File: src/rtl/pssc_pkg.sv
`default_nettype none

package pssc_pkg;

   localparam int GRID_SIZE_DEF = 16;
   localparam int POS_W = 4;
   localparam int COLOUR_W = 32;

   localparam logic [COLOUR_W-1:0] OPAQUE_BLACK = 32'h0000_00FF;

   localparam logic KIND_READ = 1'b0;
   localparam logic KIND_CENTRE = 1'b1;

   typedef enum logic [2:0] {
      OP_CLEAR      = 3'd0,
      OP_SET_SEL    = 3'd1,
      OP_SET_COLOUR = 3'd2,
      OP_SET_TRANS  = 3'd3,
      OP_READ       = 3'd4,
      OP_CENTRE     = 3'd5
   } op_type;

   typedef enum logic [2:0] {
      ST_CLEAR,
      ST_IDLE,
      ST_READ,
      ST_SCAN,
      ST_DRAIN,
      ST_DONE
   } state_type;

   typedef struct packed {
      op_type               operation;
      logic [POS_W-1:0]     pos_x;
      logic [POS_W-1:0]     pos_y;
      logic                 selected_in;
      logic [COLOUR_W-1:0]  colour_in;
      logic                 transparent_in;
      logic                 skip_transparent;
   } req_type;

   typedef struct packed {
      logic                 result_kind;
      logic                 selected_out;
      logic [COLOUR_W-1:0]  colour_out;
      logic                 transparent_out;
      logic [POS_W-1:0]     centre_x;
      logic [POS_W-1:0]     centre_y;
   } rsp_type;

   // Commands from the controller to the datapath.
   typedef struct packed {
      logic accept;
      logic sweep_rst;
      logic sweep_step;
      logic clear_wr;
      logic scan_rd;
      logic load_read;
      logic load_centre;
   } ctl_cmd_type;

   typedef struct packed {
      logic sweep_last;
   } dp_status_type;

endpackage

`default_nettype wire

File: src/rtl/pssc_ctrl.sv
`default_nettype none

module pssc_ctrl (
   input  wire                     clock,
   input  wire                     reset,
   input  wire                     req_valid,
   output logic                    req_ready,
   input  pssc_pkg::op_type        req_op,
   output logic                    rsp_valid,
   input  wire                     rsp_ready,
   input  pssc_pkg::dp_status_type status,
   output pssc_pkg::ctl_cmd_type   cmd
);

   pssc_pkg::state_type state_ff, state_in;
   logic                rsp_valid_ff, rsp_valid_in;
   logic                slot_free;

   assign slot_free = !rsp_valid_ff || rsp_ready;

   always_ff @(posedge clock) begin
      if (reset) begin
         state_ff <= pssc_pkg::ST_CLEAR;
         rsp_valid_ff <= 1'b0;
      end else begin
         state_ff <= state_in;
         rsp_valid_ff <= rsp_valid_in;
      end
   end

   always_comb begin
      state_in = state_ff;
      cmd = '0;
      req_ready = 1'b0;
      case (state_ff)
         pssc_pkg::ST_CLEAR: begin
            cmd.clear_wr = 1'b1;
            cmd.sweep_step = 1'b1;
            if (status.sweep_last) state_in = pssc_pkg::ST_IDLE;
         end
         pssc_pkg::ST_IDLE: begin
            req_ready = 1'b1;
            if (req_valid) begin
               cmd.accept = 1'b1;
               case (req_op)
                  pssc_pkg::OP_CLEAR: begin
                     cmd.sweep_rst = 1'b1;
                     state_in = pssc_pkg::ST_CLEAR;
                  end
                  pssc_pkg::OP_READ: begin
                     state_in = pssc_pkg::ST_READ;
                  end
                  pssc_pkg::OP_CENTRE: begin
                     cmd.sweep_rst = 1'b1;
                     state_in = pssc_pkg::ST_SCAN;
                  end
                  default: begin
                  end
               endcase
            end
         end
         pssc_pkg::ST_READ: begin
            if (slot_free) begin
               cmd.load_read = 1'b1;
               state_in = pssc_pkg::ST_IDLE;
            end
         end
         pssc_pkg::ST_SCAN: begin
            cmd.scan_rd = 1'b1;
            cmd.sweep_step = 1'b1;
            if (status.sweep_last) state_in = pssc_pkg::ST_DRAIN;
         end
         pssc_pkg::ST_DRAIN: begin
            // The last cell read is folded into the bounding box at this edge.
            state_in = pssc_pkg::ST_DONE;
         end
         pssc_pkg::ST_DONE: begin
            if (slot_free) begin
               cmd.load_centre = 1'b1;
               state_in = pssc_pkg::ST_IDLE;
            end
         end
         default: begin
            state_in = pssc_pkg::ST_IDLE;
         end
      endcase
   end

   always_comb begin
      rsp_valid_in = rsp_valid_ff;
      if (cmd.load_read || cmd.load_centre) begin
         rsp_valid_in = 1'b1;
      end else if (rsp_ready) begin
         rsp_valid_in = 1'b0;
      end
   end

   assign rsp_valid = rsp_valid_ff;

   a_reset_clears: assert property (@(posedge clock) disable iff (reset)
      $past(reset) |-> state_ff == pssc_pkg::ST_CLEAR)
      else $error("grid clear does not follow reset");

   a_load_slot: assert property (@(posedge clock) disable iff (reset)
      (cmd.load_read || cmd.load_centre) |-> (!rsp_valid_ff || rsp_ready))
      else $error("result loaded over a pending transfer");

   a_read_path: assert property (@(posedge clock) disable iff (reset)
      (cmd.accept && req_op == pssc_pkg::OP_READ) |=> state_ff == pssc_pkg::ST_READ)
      else $error("read transfer did not enter read state");

   a_scan_end: assert property (@(posedge clock) disable iff (reset)
      (state_ff == pssc_pkg::ST_SCAN && status.sweep_last) |=> state_ff == pssc_pkg::ST_DRAIN)
      else $error("scan did not drain after the last cell");

   a_centre_once: assert property (@(posedge clock) disable iff (reset)
      cmd.load_centre |=> !cmd.load_centre && state_ff == pssc_pkg::ST_IDLE)
      else $error("centre result loaded twice");

endmodule

`default_nettype wire
File: config.mk
export PLATFORM = sky130hd
export DESIGN_NAME = pssc_ctrl
export DESIGN_NICKNAME = d
export VERILOG_FILES = /design/src/rtl/pssc_pkg.sv /design/src/rtl/pssc_ctrl.sv
export SDC_FILE = /design/constraint.sdc
export NUM_CORES = 1
export LEC_CHECK = 0
export ABC_CLOCK_PERIOD_IN_PS = 1500
export BUFFER_PORTS_ARGS = -buffer_cell sky130_fd_sc_hd__buf_2
export CORE_AREA = 2 2 39 41
export CTS_CLUSTER_SIZE = 12
export DETAILED_ROUTE_END_ITERATION = 8
export DIE_AREA = 0 0 41 43
export GPL_TIMING_DRIVEN = 0
export HOLD_SLACK_MARGIN = 0.05
export PLACE_DENSITY = 0.5
export SLEW_MARGIN = 20
export SYNTH_ARGS = -nofsm -noshare
export SYNTH_HDL_FRONTEND = slang
export SYNTH_SLANG_ARGS = --single-unit
File: constraint.sdc
create_clock -name clock -period 1.5 [get_ports clock]
set_clock_uncertainty 0.15 [all_clocks]
set_input_delay 0.15 -clock clock [delete_from_list [all_inputs] [get_ports clock]]
set_output_delay 0.15 -clock clock [all_outputs]
set_load 0.01 [all_outputs]
======== After elaboration in Yosys (flattened, before gate mapping) ========
Index checks and enable logic that the tools add are counted.
cells by class
  equal/unequal tests ..................... 12
  muxes and demuxes ....................... 18
  reductions and logical operators ........ 10
operators by type and width
  kind                                           count
  case mux 3 bit (5 select lines)                1
  == test 3 bit, second input constant           4
  2-to-1 mux 3 bit                               4
  2-to-1 mux 1 bit                               10
  case mux 3 bit (3 select lines)                1
  == test 3 x 2 -> 1 bit, second input constant  2
  logical NOT 3 bit                              2
  != test 2 bit, second input constant           3
  OR reduction 2 bit                             3
  AND reduction 5 bit                            1
  2-to-1 mux 2 bit                               2
  != test 4 bit, second input constant           1
  == test 3 x 1 -> 1 bit, second input constant  1
  logical OR 1 bit                               2
  != test 2 x 1 -> 1 bit, second input constant  1
  nonzero test 2 bit                             1
  logical NOT 1 bit                              1
word-level totals
  flip-flop bits (word level) ............. 4
  output and inout bits ................... 9

======== Longest topological paths before layout ========
  depth after elaboration ................. 6
  gate-level depth with buffers ........... 5
  mapped depth without buffers ............ 4

======== Least setup slack after synthesis ========
OpenSTA, ideal clock, no wires.
  path type ............................... register -> register
  start point ............................. reg state_ff[0]
  end point ............................... reg state_ff[0]
  setup time .............................. 0.121 ns
  arrival time ............................ 1.065 ns
  slack ................................... 0.164 ns
  stages on the path, launching flop included .. 6
  period minus slack after synthesis ...... 1.336 ns
  cell sequence ........................... dfxtp_1 -> buf_6 -> inv_4 -> mux2i_2 -> a22oi_2 -> mux2_4
between the ends
  cells in the longest elaborated chain, start to end .. 4
  elaborated cells between the ends (all ways) .. 14
  classes of those cells .................. eq/ne: 10; mux: 1; reduce/logical: 3
RTL lines
  item                                                            line             text
  start: declaration                                              pssc_ctrl.sv:15  pssc_pkg::state_type state_ff, state_in;
  start signal: assignment                                        pssc_ctrl.sv:23  state_ff <= pssc_pkg::ST_CLEAR;
  start signal: assignment                                        pssc_ctrl.sv:26  state_ff <= state_in;
  == test 3 bit / == test 3 x 2 -> 1 bit (equally long branches)  pssc_ctrl.sv:35  case (state_ff)
  OR reduction 2 bit (no line)                                    n/a
  != test 2 x 1 -> 1 bit (no line)                                n/a
  AND reduction 5 bit (no line)                                   n/a
Several ways; a longest one is shown, not always the timed one.
A chain may end at the register's enable or synchronous reset.

======== Worst setup path after layout ========
Ends and elaborated chain as after synthesis.

==> impl_metrics.yaml <==
run_status:
  status: "complete, no violations"
global_routing:
  antenna_found_initial: 0
  grt_start_max_net_pins: 11
  grt_pass1_wl_um: 1260
  track_usage_pct: 11.1
  grt_overflow: 0
  grt_pass1_vias: 329
critical_path:
  crit_required_ns: 1.47
  crit_type: "flop to flop"
  cp-end-kind: "flop"
  crit_fanout: 7
  slowest_delay_ns: 0.38
  cp.arrival_ns: 1.45
  cp-start-kind: "flop"
  slowest_stage: "dfxtp_4"
  worstPathCellList: "buf_12 > inv_6 > mux2i_4 > a22oi_2 > mux2_4"
timing:
  rsz0062_at_grt: "yes"
  post-route-period-util_pct: 98.9
  max_slew_margin_pct: 84.8
  worstMarginPinSlew_ns: 0.229
  hold_viol_final: 0
  max_freq_mhz: 674
  maxSlewViolCount: 0
  fin_crit_ns: 1.48
  setup_viol: 0
logic_synthesis:
  ys_seq_area_share_pct: 24.8
  ys_seq_elements: 4
  yosysTopAreaCellShare_pct: 24.8
  synth.distinct_cells: 22
  syn_area_per_cell_um2: 7.69
  netlist_instances: 42
  syn-num-nets: 50
  synth_warnings: 0
  synth_area_um2: 323
  yosysTopAreaCell: "dfxtp_1"
  synth.area.top_cells: "dfxtp_1, nor2_1, nand2b_1"
clocking:
  clkSlewWorstSetupHoldPaths_ns: 0.04
  cts.path.max_buffers: 2
  clk_latency_ns: 0.23
  cts-root-buf: "clkbuf_4"
  cts_sinks: 4
  cts.htree.levels: 1
  numCtsBuffers: 3
  cts_tree: "done"
drt:
  dr_total_vias: 384
  drtPass1Iterations: 3
  antenna_left: 0
  wl_um: 900
  viasPerCell: 4.57
  wl_per_cell_um: 10.7
  drt_iter0_markers: 4
  drc: 0
pwr:
  power.leakage_nw: 0.265
  pwr_density_cell_nw_per_um2: 746
  peakVddDrop_uv: 178
  finalPower_w: 0.000426
run:
  maxCapViolations: 0
floorplanning:
  die-area_um2: 1760
  io_pins: 17
  core_um2: 1380
  die_x_um: 41
  start_util_pct: 23.3
  fp.dieH_um: 43
  rows: 14
placed_design:
  portBuffers: 16
  dpl.hpwl_um: 597
  place_inst: 74
  finalWeightedCongestion: 0.749
layout:
  n_antenna_cell: 0
  drive_gt1_share_pct: 54.4
  syn2layout_area_growth_pct: 76.7
  mostFrequentLayoutCells: "buf_2, nor2_1, buf_4"
  post_layout_nonfiller_instances: 84
  num-nets-final: 78
  layout_commonest_cell: "buf_2"
min_path:
  hold_path_class: "input pin to flop"
-- power by group --
part | internal (W) | total, W | switching (W)
registers | 0.000113 | 0.000124 | 0.0000107
logic | 0.0000926 | 0.000173 | 0.0000804
clock network | 0.0000892 | 0.000129 | 0.0000395
-- sequential cells by signal (all words and copies together), names as in the netlist --
| register | count |
|---|---|
| rsp_valid | 1 |
| state_ff | 3 |
-- worst max-delay path: cells and delay by family (launching register included) --
family                 cells  cell delay [ns]
muxes                      2             0.49
AOI/OAI and AO/OA          1             0.19
buffers and inverters      2             0.17
DFF                        1             0.38
-- path summary, 6_finish.rpt --
check / startpoint / end / slack [ns] / cells after the start
setup reg to reg: state_ff[0] / state_ff[0] / 0.02 / 5
hold reg to reg: state_ff[2] / rsp_valid / 0.46 / 3
setup / recovery: state_ff[0] / state_ff[0] / 0.02 / 5
hold / removal: rsp_ready / rsp_valid / 0.22 / 3
-- per-layer routing --
metal  vias to the layer above  GRT usage (%)  share of wire, %
met5                         -              0                 0
met4                         0           10.0               1.1
met3                         2           3.14               5.1
met2                        10           17.2                50
met1                       170           11.1                44
li1                        202              -                 -
-- metrics by stage --
step	TNS, ns	hold WS, ns	area, µm²	util (%)	setup WS, ns
global route	-0.0624	0.236	571	41.2	-0.0463
finish	0	0.216	571	41.2	0.0163
detailed placement	0	0.231	423	30.6	0.103
floorplan	0	0.0694	323	-	0.164
CTS	-0.0374	0.152	504	36.4	-0.0281
global placement	0	0.233	423	30.6	0.105
-- cells by family after synthesis --
kind of cell    count (synthesis)  synth area share, %
mux                             2                 8.91
buf+inv                         8                 13.2
flops                           4                 24.8
xor+xnor                        1                 2.71
compound gates                  6                 14.7
simple gates                   21                 35.7
-- cell usage after synthesis --
cell type  count
nor2_1         6
dfxtp_1        4
inv_1          3
nand2b_1       3
nor3_1         3
a31oi_1        2
a32oi_1        2
and3_1         2
buf_2          2
nand2_1        2
nand4_1        2
a21oi_1        1
a22oi_2        1
buf_6          1
inv_2          1
inv_4          1
mux2_4         1
mux2i_2        1
nand3_1        1
nand4bb_1      1
nor3_2         1
xor2_1         1
-- area by class of cell --
| cell class | instances | area [µm²] |
|---|---|---|
| Tap cell | 16 | 20.0 |
| Timing Repair Buffer | 25 | 168 |
| Multi-Input combinational cell | 30 | 238 |
| Clock buffer | 3 | 22.5 |
| Sequential cell | 4 | 87.6 |
| Fill cell | 145 | 813 |
| Buffer | 1 | 11.3 |
| Inverter | 5 | 23.8 |
-- what timing repair did --
action / CTS / global route
hold endpoints to repair: 3 / 0
hold buffers: 3 / 0
gates resized for setup: 3 / 9
setup endpoints to repair: 2 / 5
setup buffers: 2 / 4
pin swaps: 3 / 4
Power figures use the tool's default switching activity.
